File: src/rtl/sbms_pkg.sv
// Shared constants, register codes and the configuration bundle for the bin magnitude stitcher.
package sbms_pkg;

	localparam int DEF_MAX_FFT_LOG2 = 14;
	localparam int DEF_SAMPLE_WIDTH = 16;
	localparam int QUEUE_DEPTH = 4;

	localparam int LOG2_W = 5;
	localparam int SIZE_REG_W = 4;
	localparam int SEG_W = 8;
	localparam int OVL_W = 13;
	localparam int DISP_W = 16;
	localparam int LEVEL_W = 16;
	localparam int CFG_IDX_W = 2;
	localparam int CFG_DATA_W = 16;

	localparam logic [CFG_IDX_W-1:0] REG_FFT_LOG2 = 2'd0;
	localparam logic [CFG_IDX_W-1:0] REG_CELLS_LOG2 = 2'd1;
	localparam logic [CFG_IDX_W-1:0] REG_OVERLAP = 2'd2;
	localparam logic [CFG_IDX_W-1:0] REG_DISPLAY = 2'd3;

	localparam logic [SIZE_REG_W-1:0] RST_FFT_LOG2 = 4'd10;
	localparam logic [SIZE_REG_W-1:0] RST_CELLS_LOG2 = 4'd8;
	localparam logic [OVL_W-1:0] RST_OVERLAP = 13'd32;
	localparam logic [DISP_W-1:0] RST_DISPLAY = 16'd4096;

	typedef struct packed {
		logic [LOG2_W-1:0] fft_log2;
		logic [LOG2_W-1:0] cells_log2;
		logic [LOG2_W-1:0] gshift;
		logic [OVL_W-1:0] overlap;
		logic [DISP_W-1:0] display_size;
		logic clear;
	} cfg_t;

endpackage

File: src/rtl/spectrum_bin_magnitude_stitcher_top.sv
// Top level of the spectrum bin magnitude stitcher: configuration registers and block wiring.
// An accepted bin passes through the queue, the absolute-value, square and root stages and the output register.
// Throughput: one bin per cycle unless the output stalls; the root is one result bit per pipeline stage.
// A result appears only on the last bin of a group; other bins yield none.
// Reset restores register defaults and clears the bin position, group sum and queue.
module spectrum_bin_magnitude_stitcher_top #(
	parameter int MAX_FFT_LOG2 = sbms_pkg::DEF_MAX_FFT_LOG2,
	parameter int SAMPLE_WIDTH = sbms_pkg::DEF_SAMPLE_WIDTH
) (
	input  logic clk,
	input  logic arst_n,
	input  logic cfg_valid,
	output logic cfg_ready,
	input  logic [sbms_pkg::CFG_IDX_W-1:0] cfg_index,
	input  logic [sbms_pkg::CFG_DATA_W-1:0] cfg_data,
	input  logic in_valid,
	output logic in_stall,
	input  logic [SAMPLE_WIDTH-1:0] bin_re,
	input  logic [SAMPLE_WIDTH-1:0] bin_im,
	input  logic [sbms_pkg::SEG_W-1:0] segment_number,
	output logic out_valid,
	input  logic out_stall,
	output logic [sbms_pkg::DISP_W-1:0] display_index,
	output logic [sbms_pkg::LEVEL_W-1:0] level
);
	import sbms_pkg::*;

	localparam int QW = 2 * SAMPLE_WIDTH + SEG_W + MAX_FFT_LOG2 + 1;

	logic [SIZE_REG_W-1:0] fft_log2_q;
	logic [SIZE_REG_W-1:0] cells_log2_q;
	logic [OVL_W-1:0] overlap_q;
	logic [DISP_W-1:0] display_q;
	logic cfg_wr;
	logic [LOG2_W-1:0] f_raw;
	logic [LOG2_W-1:0] c_raw;
	logic [LOG2_W-1:0] f_eff;
	logic [LOG2_W-1:0] c_eff;
	cfg_t cfg;
	logic push;
	logic pop;
	logic q_full;
	logic q_not_empty;
	logic [QW-1:0] push_data;
	logic [QW-1:0] head_data;

	assign cfg_ready = 1'b1;
	assign cfg_wr = cfg_valid && cfg_ready;

	always_ff @(posedge clk or negedge arst_n) begin
		if (!arst_n) begin
			fft_log2_q <= RST_FFT_LOG2;
			cells_log2_q <= RST_CELLS_LOG2;
			overlap_q <= RST_OVERLAP;
			display_q <= RST_DISPLAY;
		end else if (cfg_wr) begin
			unique case (cfg_index)
				REG_FFT_LOG2: fft_log2_q <= cfg_data[SIZE_REG_W-1:0];
				REG_CELLS_LOG2: cells_log2_q <= cfg_data[SIZE_REG_W-1:0];
				REG_OVERLAP: overlap_q <= cfg_data[OVL_W-1:0];
				REG_DISPLAY: display_q <= cfg_data[DISP_W-1:0];
				default: ;
			endcase
		end
	end

	assign f_raw = LOG2_W'(fft_log2_q);
	assign c_raw = LOG2_W'(cells_log2_q);

	always_comb begin
		if (f_raw < LOG2_W'(2)) begin
			f_eff = LOG2_W'(2);
		end else if (f_raw > LOG2_W'(MAX_FFT_LOG2)) begin
			f_eff = LOG2_W'(MAX_FFT_LOG2);
		end else begin
			f_eff = f_raw;
		end
		if (c_raw < LOG2_W'(1)) begin
			c_eff = LOG2_W'(1);
		end else if (c_raw > f_eff) begin
			c_eff = f_eff;
		end else begin
			c_eff = c_raw;
		end
	end

	assign cfg.fft_log2 = f_eff;
	assign cfg.cells_log2 = c_eff;
	assign cfg.gshift = f_eff - c_eff;
	assign cfg.overlap = overlap_q;
	assign cfg.display_size = display_q;
	assign cfg.clear = cfg_wr && (cfg_index == REG_FFT_LOG2 || cfg_index == REG_CELLS_LOG2);

	sbms_front #(
		.MAX_FFT_LOG2(MAX_FFT_LOG2),
		.SAMPLE_WIDTH(SAMPLE_WIDTH)
	) u_front (
		.clk(clk),
		.arst_n(arst_n),
		.cfg(cfg),
		.in_valid(in_valid),
		.in_stall(in_stall),
		.bin_re(bin_re),
		.bin_im(bin_im),
		.segment_number(segment_number),
		.q_full(q_full),
		.push(push),
		.push_data(push_data)
	);

	sbms_queue #(
		.WIDTH(QW),
		.DEPTH(QUEUE_DEPTH)
	) u_queue (
		.clk(clk),
		.arst_n(arst_n),
		.push(push),
		.push_data(push_data),
		.pop(pop),
		.head_data(head_data),
		.full(q_full),
		.not_empty(q_not_empty)
	);

	sbms_back #(
		.MAX_FFT_LOG2(MAX_FFT_LOG2),
		.SAMPLE_WIDTH(SAMPLE_WIDTH)
	) u_back (
		.clk(clk),
		.arst_n(arst_n),
		.cfg(cfg),
		.q_valid(q_not_empty),
		.q_data(head_data),
		.q_pop(pop),
		.out_valid(out_valid),
		.out_stall(out_stall),
		.display_index(display_index),
		.level(level)
	);

endmodule

File: src/rtl/sbms_front.sv
// Front end: accepts bins, tracks position in the segment and classifies group end and cell.
module sbms_front #(
	parameter int MAX_FFT_LOG2 = sbms_pkg::DEF_MAX_FFT_LOG2,
	parameter int SAMPLE_WIDTH = sbms_pkg::DEF_SAMPLE_WIDTH
) (
	input  logic clk,
	input  logic arst_n,
	input  sbms_pkg::cfg_t cfg,
	input  logic in_valid,
	output logic in_stall,
	input  logic [SAMPLE_WIDTH-1:0] bin_re,
	input  logic [SAMPLE_WIDTH-1:0] bin_im,
	input  logic [sbms_pkg::SEG_W-1:0] segment_number,
	input  logic q_full,
	output logic push,
	output logic [2*SAMPLE_WIDTH+sbms_pkg::SEG_W+MAX_FFT_LOG2:0] push_data
);
	import sbms_pkg::*;

	localparam int MF = MAX_FFT_LOG2;

	logic [MF-1:0] bin_count_q;
	logic [MF-1:0] ones;
	logic [MF-1:0] fmask;
	logic [MF-1:0] gmask;
	logic [MF-1:0] cmask;
	logic [MF-1:0] half;
	logic [MF-1:0] pos;
	logic [MF-1:0] cell_idx;
	logic last;

	assign ones = {MF{1'b1}};
	assign fmask = ~(ones << cfg.fft_log2);
	assign gmask = ~(ones << cfg.gshift);
	assign cmask = ~(ones << cfg.cells_log2);
	assign half = MF'(1) << (cfg.cells_log2 - LOG2_W'(1));
	assign pos = bin_count_q & fmask;
	assign last = (pos & gmask) == gmask;
	assign cell_idx = ((pos >> cfg.gshift) ^ half) & cmask;

	assign in_stall = q_full;
	assign push = in_valid && !q_full;
	assign push_data = {bin_re, bin_im, segment_number, last, cell_idx};

	always_ff @(posedge clk or negedge arst_n) begin
		if (!arst_n) begin
			bin_count_q <= '0;
		end else if (cfg.clear) begin
			bin_count_q <= '0;
		end else if (push) begin
			bin_count_q <= (pos + MF'(1)) & fmask;
		end
	end

endmodule

File: src/rtl/sbms_queue.sv
// Short register queue that decouples the front end from the magnitude back end.
module sbms_queue #(
	parameter int WIDTH = 8,
	parameter int DEPTH = sbms_pkg::QUEUE_DEPTH
) (
	input  logic clk,
	input  logic arst_n,
	input  logic push,
	input  logic [WIDTH-1:0] push_data,
	input  logic pop,
	output logic [WIDTH-1:0] head_data,
	output logic full,
	output logic not_empty
);
	import sbms_pkg::*;

	localparam int PW = (DEPTH > 1) ? $clog2(DEPTH) : 1;
	localparam int CW = $clog2(DEPTH + 1);

	logic [WIDTH-1:0] entry_q [DEPTH];
	logic [PW-1:0] wr_ptr_q;
	logic [PW-1:0] rd_ptr_q;
	logic [CW-1:0] count_q;

	assign full = count_q == CW'(DEPTH);
	assign not_empty = count_q != '0;
	assign head_data = entry_q[rd_ptr_q];

	always_ff @(posedge clk) begin
		if (push) begin
			entry_q[wr_ptr_q] <= push_data;
		end
	end

	always_ff @(posedge clk or negedge arst_n) begin
		if (!arst_n) begin
			wr_ptr_q <= '0;
			rd_ptr_q <= '0;
			count_q <= '0;
		end else begin
			if (push) begin
				wr_ptr_q <= (wr_ptr_q == PW'(DEPTH - 1)) ? '0 : wr_ptr_q + PW'(1);
			end
			if (pop) begin
				rd_ptr_q <= (rd_ptr_q == PW'(DEPTH - 1)) ? '0 : rd_ptr_q + PW'(1);
			end
			if (push && !pop) begin
				count_q <= count_q + CW'(1);
			end else if (pop && !push) begin
				count_q <= count_q - CW'(1);
			end
		end
	end

	a_no_pop_empty: assert property (@(posedge clk) disable iff (!arst_n)
		pop |-> not_empty) else $error("queue popped while empty");
	a_no_push_full: assert property (@(posedge clk) disable iff (!arst_n)
		push |-> !full) else $error("queue pushed while full");
	a_count_step: assert property (@(posedge clk) disable iff (!arst_n)
		(push && !pop) |=> count_q == $past(count_q) + CW'(1))
		else $error("queue count did not advance on push");

endmodule

File: src/rtl/sbms_back.sv
// Back end: magnitude pipeline with staged root, group accumulator and overlap stitching.
module sbms_back #(
	parameter int MAX_FFT_LOG2 = sbms_pkg::DEF_MAX_FFT_LOG2,
	parameter int SAMPLE_WIDTH = sbms_pkg::DEF_SAMPLE_WIDTH
) (
	input  logic clk,
	input  logic arst_n,
	input  sbms_pkg::cfg_t cfg,
	input  logic q_valid,
	input  logic [2*SAMPLE_WIDTH+sbms_pkg::SEG_W+MAX_FFT_LOG2:0] q_data,
	output logic q_pop,
	output logic out_valid,
	input  logic out_stall,
	output logic [sbms_pkg::DISP_W-1:0] display_index,
	output logic [sbms_pkg::LEVEL_W-1:0] level
);
	import sbms_pkg::*;

	localparam int SW = SAMPLE_WIDTH;
	localparam int MF = MAX_FFT_LOG2;
	localparam int QW = 2 * SW + SEG_W + MF + 1;
	localparam int R = SW + 1;
	localparam int SQW = 2 * SW;
	localparam int RADW = 2 * R;
	localparam int REMW = R + 2;
	localparam int TW = REMW + 2;
	localparam int DW = ((MF + 1) > OVL_W ? (MF + 1) : OVL_W) + 1;
	localparam int IW = DW + SEG_W + 2;
	localparam int SUMW = MF + SW;

	logic en;
	logic [SW-1:0] re_in;
	logic [SW-1:0] im_in;
	logic [SEG_W-1:0] seg_in;
	logic last_in;
	logic [MF-1:0] cell_in;

	logic [MF:0] s_cells;
	logic [DW-1:0] sdiff;
	logic [DW-1:0] cell_x;
	logic [DW-1:0] v_x;
	logic [DW-1:0] hv_x;
	logic [DW-1:0] hv2_x;
	logic signed [IW-1:0] prod_c;
	logic signed [IW-1:0] cv_c;
	logic keep_c;

	logic v_s1;
	logic v_s2;
	logic [SW-1:0] re_abs_s1;
	logic [SW-1:0] im_abs_s1;
	logic last_s1;
	logic keep_s1;
	logic signed [IW-1:0] prod_s1;
	logic signed [IW-1:0] cv_s1;
	logic [SQW-1:0] sq_re_s2;
	logic [SQW-1:0] sq_im_s2;
	logic last_s2;
	logic keep_s2;
	logic signed [IW-1:0] idx_s2;

	logic [R:0] rt_v_s;
	logic [RADW-1:0] rt_rad_s [R+1];
	logic [REMW-1:0] rt_rem_s [R+1];
	logic [R-1:0] rt_root_s [R+1];
	logic rt_last_s [R+1];
	logic rt_ok_s [R+1];
	logic [DISP_W-1:0] rt_idx_s [R+1];

	logic [SUMW-1:0] sum_q;
	logic [SUMW-1:0] sum_next;
	logic out_valid_q;
	logic [DISP_W-1:0] display_index_q;
	logic [LEVEL_W-1:0] level_q;

	function automatic logic [SAMPLE_WIDTH-1:0] mag_abs(input logic [SAMPLE_WIDTH-1:0] x);
		return x[SAMPLE_WIDTH-1] ? (~x + SAMPLE_WIDTH'(1)) : x;
	endfunction

	assign en = !(out_valid_q && out_stall);
	assign q_pop = en && q_valid;

	assign re_in = q_data[QW-1 -: SW];
	assign im_in = q_data[QW-1-SW -: SW];
	assign seg_in = q_data[MF+SEG_W:MF+1];
	assign last_in = q_data[MF];
	assign cell_in = q_data[MF-1:0];

	assign s_cells = (MF+1)'(1) << cfg.cells_log2;
	assign sdiff = DW'(s_cells) - DW'(cfg.overlap);
	assign cell_x = DW'(cell_in);
	assign v_x = DW'(cfg.overlap);
	assign hv_x = DW'(cfg.overlap >> 1);
	assign hv2_x = DW'({cfg.overlap[OVL_W-1:1], 1'b0});
	assign prod_c = $signed({1'b0, seg_in}) * $signed(sdiff);
	assign cv_c = $signed(IW'(cell_in)) - $signed(IW'(cfg.overlap));
	assign keep_c = (seg_in == '0) ? (cell_x >= v_x)
		: ((cell_x >= hv_x && cell_x < hv2_x) || cell_x >= v_x);

	always_ff @(posedge clk or negedge arst_n) begin
		if (!arst_n) begin
			v_s1 <= 1'b0;
			v_s2 <= 1'b0;
			rt_v_s[0] <= 1'b0;
		end else if (en) begin
			v_s1 <= q_pop;
			v_s2 <= v_s1;
			rt_v_s[0] <= v_s2;
		end
	end

	always_ff @(posedge clk) begin
		if (en) begin
			re_abs_s1 <= mag_abs(re_in);
			im_abs_s1 <= mag_abs(im_in);
			last_s1 <= last_in;
			keep_s1 <= keep_c;
			prod_s1 <= prod_c;
			cv_s1 <= cv_c;

			sq_re_s2 <= SQW'(re_abs_s1) * SQW'(re_abs_s1);
			sq_im_s2 <= SQW'(im_abs_s1) * SQW'(im_abs_s1);
			last_s2 <= last_s1;
			keep_s2 <= keep_s1;
			idx_s2 <= prod_s1 + cv_s1;

			rt_rad_s[0] <= RADW'(sq_re_s2) + RADW'(sq_im_s2);
			rt_rem_s[0] <= '0;
			rt_root_s[0] <= '0;
			rt_last_s[0] <= last_s2;
			rt_ok_s[0] <= keep_s2 && !idx_s2[IW-1]
				&& (idx_s2[IW-2:0] < (IW-1)'(cfg.display_size));
			rt_idx_s[0] <= idx_s2[DISP_W-1:0];
		end
	end

	for (genvar k = 1; k <= R; k++) begin : g_root
		logic [TW-1:0] rem2;
		logic [TW-1:0] trial;
		logic ge;

		assign rem2 = {rt_rem_s[k-1], rt_rad_s[k-1][RADW-1 -: 2]};
		assign trial = TW'({rt_root_s[k-1], 2'b01});
		assign ge = rem2 >= trial;

		always_ff @(posedge clk or negedge arst_n) begin
			if (!arst_n) begin
				rt_v_s[k] <= 1'b0;
			end else if (en) begin
				rt_v_s[k] <= rt_v_s[k-1];
			end
		end

		always_ff @(posedge clk) begin
			if (en) begin
				rt_rad_s[k] <= rt_rad_s[k-1] << 2;
				rt_rem_s[k] <= ge ? REMW'(rem2 - trial) : REMW'(rem2);
				rt_root_s[k] <= {rt_root_s[k-1][R-2:0], ge};
				rt_last_s[k] <= rt_last_s[k-1];
				rt_ok_s[k] <= rt_ok_s[k-1];
				rt_idx_s[k] <= rt_idx_s[k-1];
			end
		end
	end

	assign sum_next = sum_q + SUMW'(rt_root_s[R]);

	always_ff @(posedge clk or negedge arst_n) begin
		if (!arst_n) begin
			sum_q <= '0;
			out_valid_q <= 1'b0;
		end else begin
			if (cfg.clear) begin
				sum_q <= '0;
			end else if (en && rt_v_s[R]) begin
				sum_q <= rt_last_s[R] ? '0 : sum_next;
			end
			if (en) begin
				out_valid_q <= rt_v_s[R] && rt_last_s[R] && rt_ok_s[R];
			end
		end
	end

	always_ff @(posedge clk) begin
		if (en && rt_v_s[R] && rt_last_s[R]) begin
			display_index_q <= rt_idx_s[R];
			level_q <= LEVEL_W'(sum_next >> cfg.gshift);
		end
	end

	assign out_valid = out_valid_q;
	assign display_index = display_index_q;
	assign level = level_q;

	a_stall_freezes_sum: assert property (@(posedge clk) disable iff (!arst_n)
		(out_valid_q && out_stall && !cfg.clear) |=> $stable(sum_q))
		else $error("accumulator moved while output stalled");
	a_result_only_on_group_end: assert property (@(posedge clk) disable iff (!arst_n)
		(en && !(rt_v_s[R] && rt_last_s[R])) |=> !out_valid_q)
		else $error("result raised without a completed group");
	a_sum_cleared_after_group: assert property (@(posedge clk) disable iff (!arst_n)
		(en && rt_v_s[R] && rt_last_s[R]) |=> sum_q == '0)
		else $error("group sum not cleared after group end");

endmodule
File: config.mk
export PLATFORM = sky130hd
export DESIGN_NAME = spectrum_bin_magnitude_stitcher_top
export DESIGN_NICKNAME = d
export VERILOG_FILES = /design/src/rtl/sbms_pkg.sv /design/src/rtl/spectrum_bin_magnitude_stitcher_top.sv /design/src/rtl/sbms_front.sv /design/src/rtl/sbms_queue.sv /design/src/rtl/sbms_back.sv
export SDC_FILE = /design/constraint.sdc
export NUM_CORES = 2
export LEC_CHECK = 0
export BUFFER_PORTS_ARGS = -buffer_cell sky130_fd_sc_hd__buf_2
export CAP_MARGIN = 15
export CORE_MARGIN = 1.5
export CORE_UTILIZATION = 45
export CTS_BUF_LIST = sky130_fd_sc_hd__clkbuf_4
export DETAILED_ROUTE_END_ITERATION = 8
export PLACE_DENSITY = 0.6
export SKIP_LAST_GASP = 1
export SLEW_MARGIN = 20
export SYNTH_ARGS = -nofsm -noshare
export SYNTH_HDL_FRONTEND = slang
export SYNTH_SLANG_ARGS = --single-unit
File: constraint.sdc
create_clock -name clk -period 66.5 [get_ports clk]
set_input_delay 9.975 -clock clk [delete_from_list [all_inputs] [get_ports clk]]
set_output_delay 9.975 -clock clk [all_outputs]
set_load 0.01 [all_outputs]
Word level (Yosys, flattened, before mapping)
Memory sizes are Yosys's and may differ from the RTL's. A register that Yosys moved wholly into a read port is not among the register bits.
Cells that the tools add are included.
- add/sub/neg operators: 31
- multiplexer cells: 36
- eq/ne operators: 7
- shifts and indexed selects: 7
- bitwise logic cells: 10
- $mul: 3
- reductions and logical operators: 30
- order comparisons: 25
- operators with widths (cell ; count):
    21-bit by 19-bit >= comparator with 1-bit output ; 17
    19-bit 2-to-1 mux ; 17
    19-bit subtractor ; 17
    30-bit 2-to-1 mux ; 3
    16-bit by 16-bit multiplier with 32-bit output ; 2
    14-bit bitwise AND ; 4
    14-bit inverter ; 3
    32-bit by 32-bit adder with 33-bit output ; 1
    16-bit by 1-bit adder with 16-bit output, second input constant ; 2
    16-bit inverter ; 2
    30-bit by 17-bit adder with 30-bit output ; 1
    15-bit 2-to-1 mux ; 2
    30-bit by 5-bit right shift with 16-bit output ; 1
    14-bit 2-to-1 mux ; 2
    14-bit by 5-bit << shifter with 14-bit output, first input constant ; 2
    26-bit adder ; 1
    25-bit by 16-bit less-than comparator with 1-bit output ; 1
    9-bit by 16-bit multiplier with 25-bit output ; 1
    15-bit by 13-bit subtractor with 16-bit output ; 1
    1-bit by 5-bit << shifter with 15-bit output, first input constant ; 1
    14-bit by 13-bit subtractor with 15-bit output ; 1
    14-bit by 1-bit adder with 14-bit output, second input constant ; 1
    14-bit == test ; 1
    14-bit by 12-bit >= comparator with 1-bit output ; 1
    31 further kinds ; 64
- memories: 7
- bits of input ports: 63
- bits in registers: 303
- memory bits (writable): 1804
- logic and storage cells: 200
- output and inout bits: 35
- memory list (name ; words ; width ; rd ports ; clocked after Yosys merged registers in ; write ports ; RTL line ; source):
    u_back.rt_rad_s ; 18 ; 34 ; 17 ; 0 ; 18 ; sbms_back.sv:63 ; logic [RADW-1:0] rt_rad_s [R+1];
    u_back.rt_rem_s ; 18 ; 19 ; 17 ; 0 ; 18 ; sbms_back.sv:64 ; logic [REMW-1:0] rt_rem_s [R+1];
    u_back.rt_root_s ; 18 ; 17 ; 18 ; 0 ; 18 ; sbms_back.sv:65 ; logic [R-1:0] rt_root_s [R+1];
    u_back.rt_idx_s ; 18 ; 16 ; 18 ; 1 ; 18 ; sbms_back.sv:68 ; logic [DISP_W-1:0] rt_idx_s [R+1];
    u_queue.entry_q ; 4 ; 55 ; 1 ; 0 ; 1 ; sbms_queue.sv:20 ; logic [WIDTH-1:0] entry_q [DEPTH];
    u_back.rt_last_s ; 18 ; 1 ; 18 ; 0 ; 18 ; sbms_back.sv:66 ; logic rt_last_s [R+1];
    1 more memories ; - ; - ; - ; - ; - ; - ;

Depth between registers and ports, before layout
- depth in word-level cells: 11
- mapped depth: 43
- gate-level depth less buffers: 42

By module
Synthesis repeated with hierarchy kept, for this count alone.
- cells, all modules: 7241
- area total of the unflattened synthesis: 90187.7 um^2
- modules (own cells, without submodules) (module ; instances ; sequential area each (um^2) ; area each (um^2) ; cells each):
    sbms_back ; 1 ; 38992.4 ; 77305.4 ; 6375
    sbms_queue ; 1 ; 6781.5 ; 8346.8 ; 324
    sbms_front ; 1 ; 350.3 ; 2762.6 ; 409
    spectrum_bin_magnitude_stitcher_top ; 1 ; 932.1 ; 1773.0 ; 133

Worst setup path after synthesis
OpenSTA, ideal clock, no wires.
- path kind: input-to-reg
- start: input port out_stall
- end: register u_back.rt_v_s[12]
- setup slack: 18.957 ns
- path buffers: 1
- arrival time: 47.345 ns
- cell stages on the path: 3
- required time: 66.302 ns
- setup time: 0.198 ns
- path through: nand2_1 > buf_1 > mux2_2
- longest elaborated chain between the ends: 1
- RTL lines (element ; RTL line ; source):
    start: declaration ; spectrum_bin_magnitude_stitcher_top.sv:22 ; input logic out_stall,
    1-bit logical AND ; sbms_back.sv:80 ; assign en = !(out_valid_q && out_stall);
    end signal: indexed assignment ; sbms_back.sv:150 ; rt_v_s[k] <= rt_v_s[k-1];
    end: declaration ; sbms_back.sv:62 ; logic [R:0] rt_v_s;
Every way passes these cells.
A chain may end at the register's enable or synchronous reset.

Worst setup path after layout
- start: input port out_stall
- end: register u_back.sq_re_s2[9], enable pin
- longest elaborated chain between the ends: 1
- RTL lines (element ; RTL line ; source):
    1-bit logical AND ; sbms_back.sv:80 ;
    end signal: assignment ; sbms_back.sv:121 ; sq_re_s2 <= SQW'(re_abs_s1) * SQW'(re_abs_s1);
    end: declaration ; sbms_back.sv:56 ; logic [SQW-1:0] sq_re_s2;
Every way passes these cells.

==> impl_metrics.yaml <==
routing:
  routed_wl_mm: 177.5
  route.vias.total: 53520
  final_antenna_net_count: 0
  drt_iter0_markers: 2990
  dr.pass1.iters: 5
  post_drt_via_cell_ratio: 5.158
  wl_per_cell_um: 17.10
  drcViolationCount: 0
yosys:
  async_flop_share: 0.06877
  synth.cell_area_sq_um: 88700
  synth_cell_type_count: 107
  ys_ff_latch: 1585
  synth_warnings: 0
  synthFlopType: "edfxtp_1"
  yosysSeqAreaShare: 0.5305
  postSynthCellCount: 7042
  synth_edf_count: 1476
  syn_avg_cell_area_sq_um: 12.60
critical_path:
  crit_arrival_ns: 13.96
  critPathMaxStageDelay_ns: 0.91
  critPathCaptureType: "register"
  worstPathRequired_ns: 67.35
  crit_type: "primary input to register"
  crit_slowest_cell: "buf_4"
  worstPathMaxFanout: 168
  cpMostUsedCell: "buf_4"
  path_cells: "buf_2 -> nand2_4 -> buf_4 -> buf_4 -> buf_12 -> buf_4"
  cp-start-kind: "primary input"
floorplan:
  boundaryPins: 98
  core-area_sq_um: 195400
  dieArea_sq_um: 199800
  fp-row-count: 162
  fp.dieH_um: 447.0
  die_x_um: 447.0
  start_util: 0.4540
cts:
  clkLatencyLatePin_ns: 1.34
  clk_pin_slew_ns: 0.06
  cts_setup_buffers: 0
  cts_resized: 0
  cts_hold_buf: 0
  cts_tree: "yes"
  cts_root_buf: "clkbuf_4"
  numClockSinks: 1585
  cts_max_level: 5
  ctsLongestPathBuffers: 4
  cts_made_buffers: 416
outcome:
  outcome: "complete, no violations"
placement:
  place_inst: 9642
  hpwl_mm: 128.8
  placed_area_sq_um: 92140
  io_buffer_count: 96
  place_congestion: 0.8420
layout:
  design_area_sq_um: 97450
  fillers: 17400
  syn_to_final_growth_pct: 9.864
  multiInputGateArea_sq_um: 37790
  drive_above_1_share: 0.1319
  register_area_sq_um: 47060
  nets: 8498
  finalNonFillerCells: 10380
sta:
  skew_ns: 0.1391
  fmax_ghz: 0.07626
  period_needed_ns: 13.11
  relSlewSlack: 0.1878
  tightest_slew_ns: 1.188
  drv_slew: 0
  tns_ns: 0
  setup_viol: 0
  final.period_utilization: 0.1972
  hold_violations: 0
  rsz0062_at_grt: "false"
global_route:
  grtUsageMet3: 0.03146
  grt-ovfl-total: 0
  grt_pass1_wl_mm: 287.9
  grt_usage: 0.1807
  grt_most_used_layer: "met2"
  met2_usage: 0.3075
  grt_max_degree: 198
  grt_pass1_vias: 55310
  antenna_found_initial: 3
  grt_use_met1: 0.2302
run:
  maxCapViolCount: 0
min_path:
  hp-class: "register to register"
==> per-layer routing <==
metal / share of wire / wire length, um
met5: 0 / 0
met4: 0.028 / 4957
met3: 0.040 / 7082
met2: 0.49 / 87660
met1: 0.44 / 77790
==> registers in the layout, summed over array words and instances, names as in the netlist, 18 cells and up <==
register	count
u_back.rt_rad_s	305
u_back.rt_idx_s	288
u_back.rt_rem_s	278
u_queue.entry_q	220
u_back.rt_root_s	153
u_back.sq_im_s2	31
u_back.sq_re_s2	31
u_back.sum_q	30
u_back.idx_s2	26
u_back.prod_s1	25
u_back.rt_last_s	18
u_back.rt_ok_s	18
u_back.rt_v_s	18
==> cell type report <==
class	count	area share
Antenna cell	11	0.0002825
Clock buffer	595	0.04584
Clock inverter	128	0.007922
Inverter	850	0.03274
Multi-Input combinational cell	4446	0.3878
Sequential cell	1585	0.4829
Tap cell	2624	0.03369
Timing Repair Buffer	138	0.008859
==> path summary, 6_finish.rpt <==
kind | from | endpoint | slack (ns) | cells past startpoint
max reg2reg | fft_log2_q[3] | u_back.prod_s1[24] | 55.22 | 41
min in group asynchronous | arst_n | u_back.out_valid | 8.63 | 1
max in group asynchronous | arst_n | u_back.sum_q[25] | 56.70 | 2
max | out_stall | u_back.sq_re_s2[9] | 53.39 | 6
min reg2reg | u_back.rt_idx_s[15][9] | u_back.rt_idx_s[16][9] | 0.36 | 0
min | u_back.rt_idx_s[15][9] | u_back.rt_idx_s[16][9] | 0.36 | 0
==> through the flow <==
step	utilization	hold slack, ns	setup slack, ns
finish	0.4987	0.3619	53.39
global route	0.4987	0.3391	53.13
CTS	0.4984	0.3404	53.51
detailed placement	0.4716	0.4045	52.06
global placement	0.4716	0.4002	52.19
floorplan	-	0.4003	18.96
==> cell usage in the layout, fill, tap and decap left out, drive strengths merged, types with 261 or more instances in the layout <==
cell    netlist  layout
clkbuf      122     595
xnor2       261     261
o21ai       283     283
inv         848     853
nor2        470     470
ha          561     561
nand2       473     473
a21oi       308     308
fa          437     437
edfxtp     1476    1476
==> synth_stat cells, drive strengths merged (14+ instances only) <==
library cell / number / area, sq um
or2: 34 / 212.7
nor2: 470 / 1764
buf: 40 / 250.2
nand2: 473 / 1775
and3: 38 / 237.7
inv: 848 / 3183
dfrtp: 104 / 2603
fa: 437 / 8748
nor3: 115 / 590.6
xnor2: 261 / 2286
o21bai: 22 / 165.2
nor2b: 73 / 456.7
nand3: 72 / 360.4
o21ai: 283 / 1439
a21oi: 308 / 1549
ha: 561 / 7019
clkbuf: 122 / 501.7
and2: 148 / 925.9
a211oi: 32 / 245.2
a22o: 20 / 175.2
edfxtp: 1476 / 44320
or4: 14 / 105.1
mux2: 106 / 1194
nand4: 41 / 256.5
mux2i: 39 / 390.4
xor2: 148 / 1296
o31ai: 42 / 320.3
nor4: 43 / 275.3
nand2b: 71 / 444.2
mux4: 54 / 1216
o21a: 91 / 683.2
o211ai: 32 / 240.2
a31oi: 31 / 209.0
or3: 54 / 342.8
a21boi: 26 / 195.2
a21o: 111 / 843.3
==> kinds of logic (layout without fill, tap and decap cells) <==
logic type,count (synthesis),in the layout,synth area share
flops,1585,1585,0.5305
xor+xnor,409,409,0.04038
simple gates,1699,1699,0.09248
fa+ha+maj,998,998,0.1778
other cells,2,14,0.00008466
mux,199,199,0.03157
buf+inv,1012,1711,0.04445
compound gates,1138,1138,0.08279
==> critical path: cells and delay by family <==
family	cells	cell delay (ns)
buf+inv	5	3.08
simple gates	1	0.67
Power is left out: the tool's default activity adds up to more than one toggle a clock period on the data nets, which glitch-free logic cannot reach.
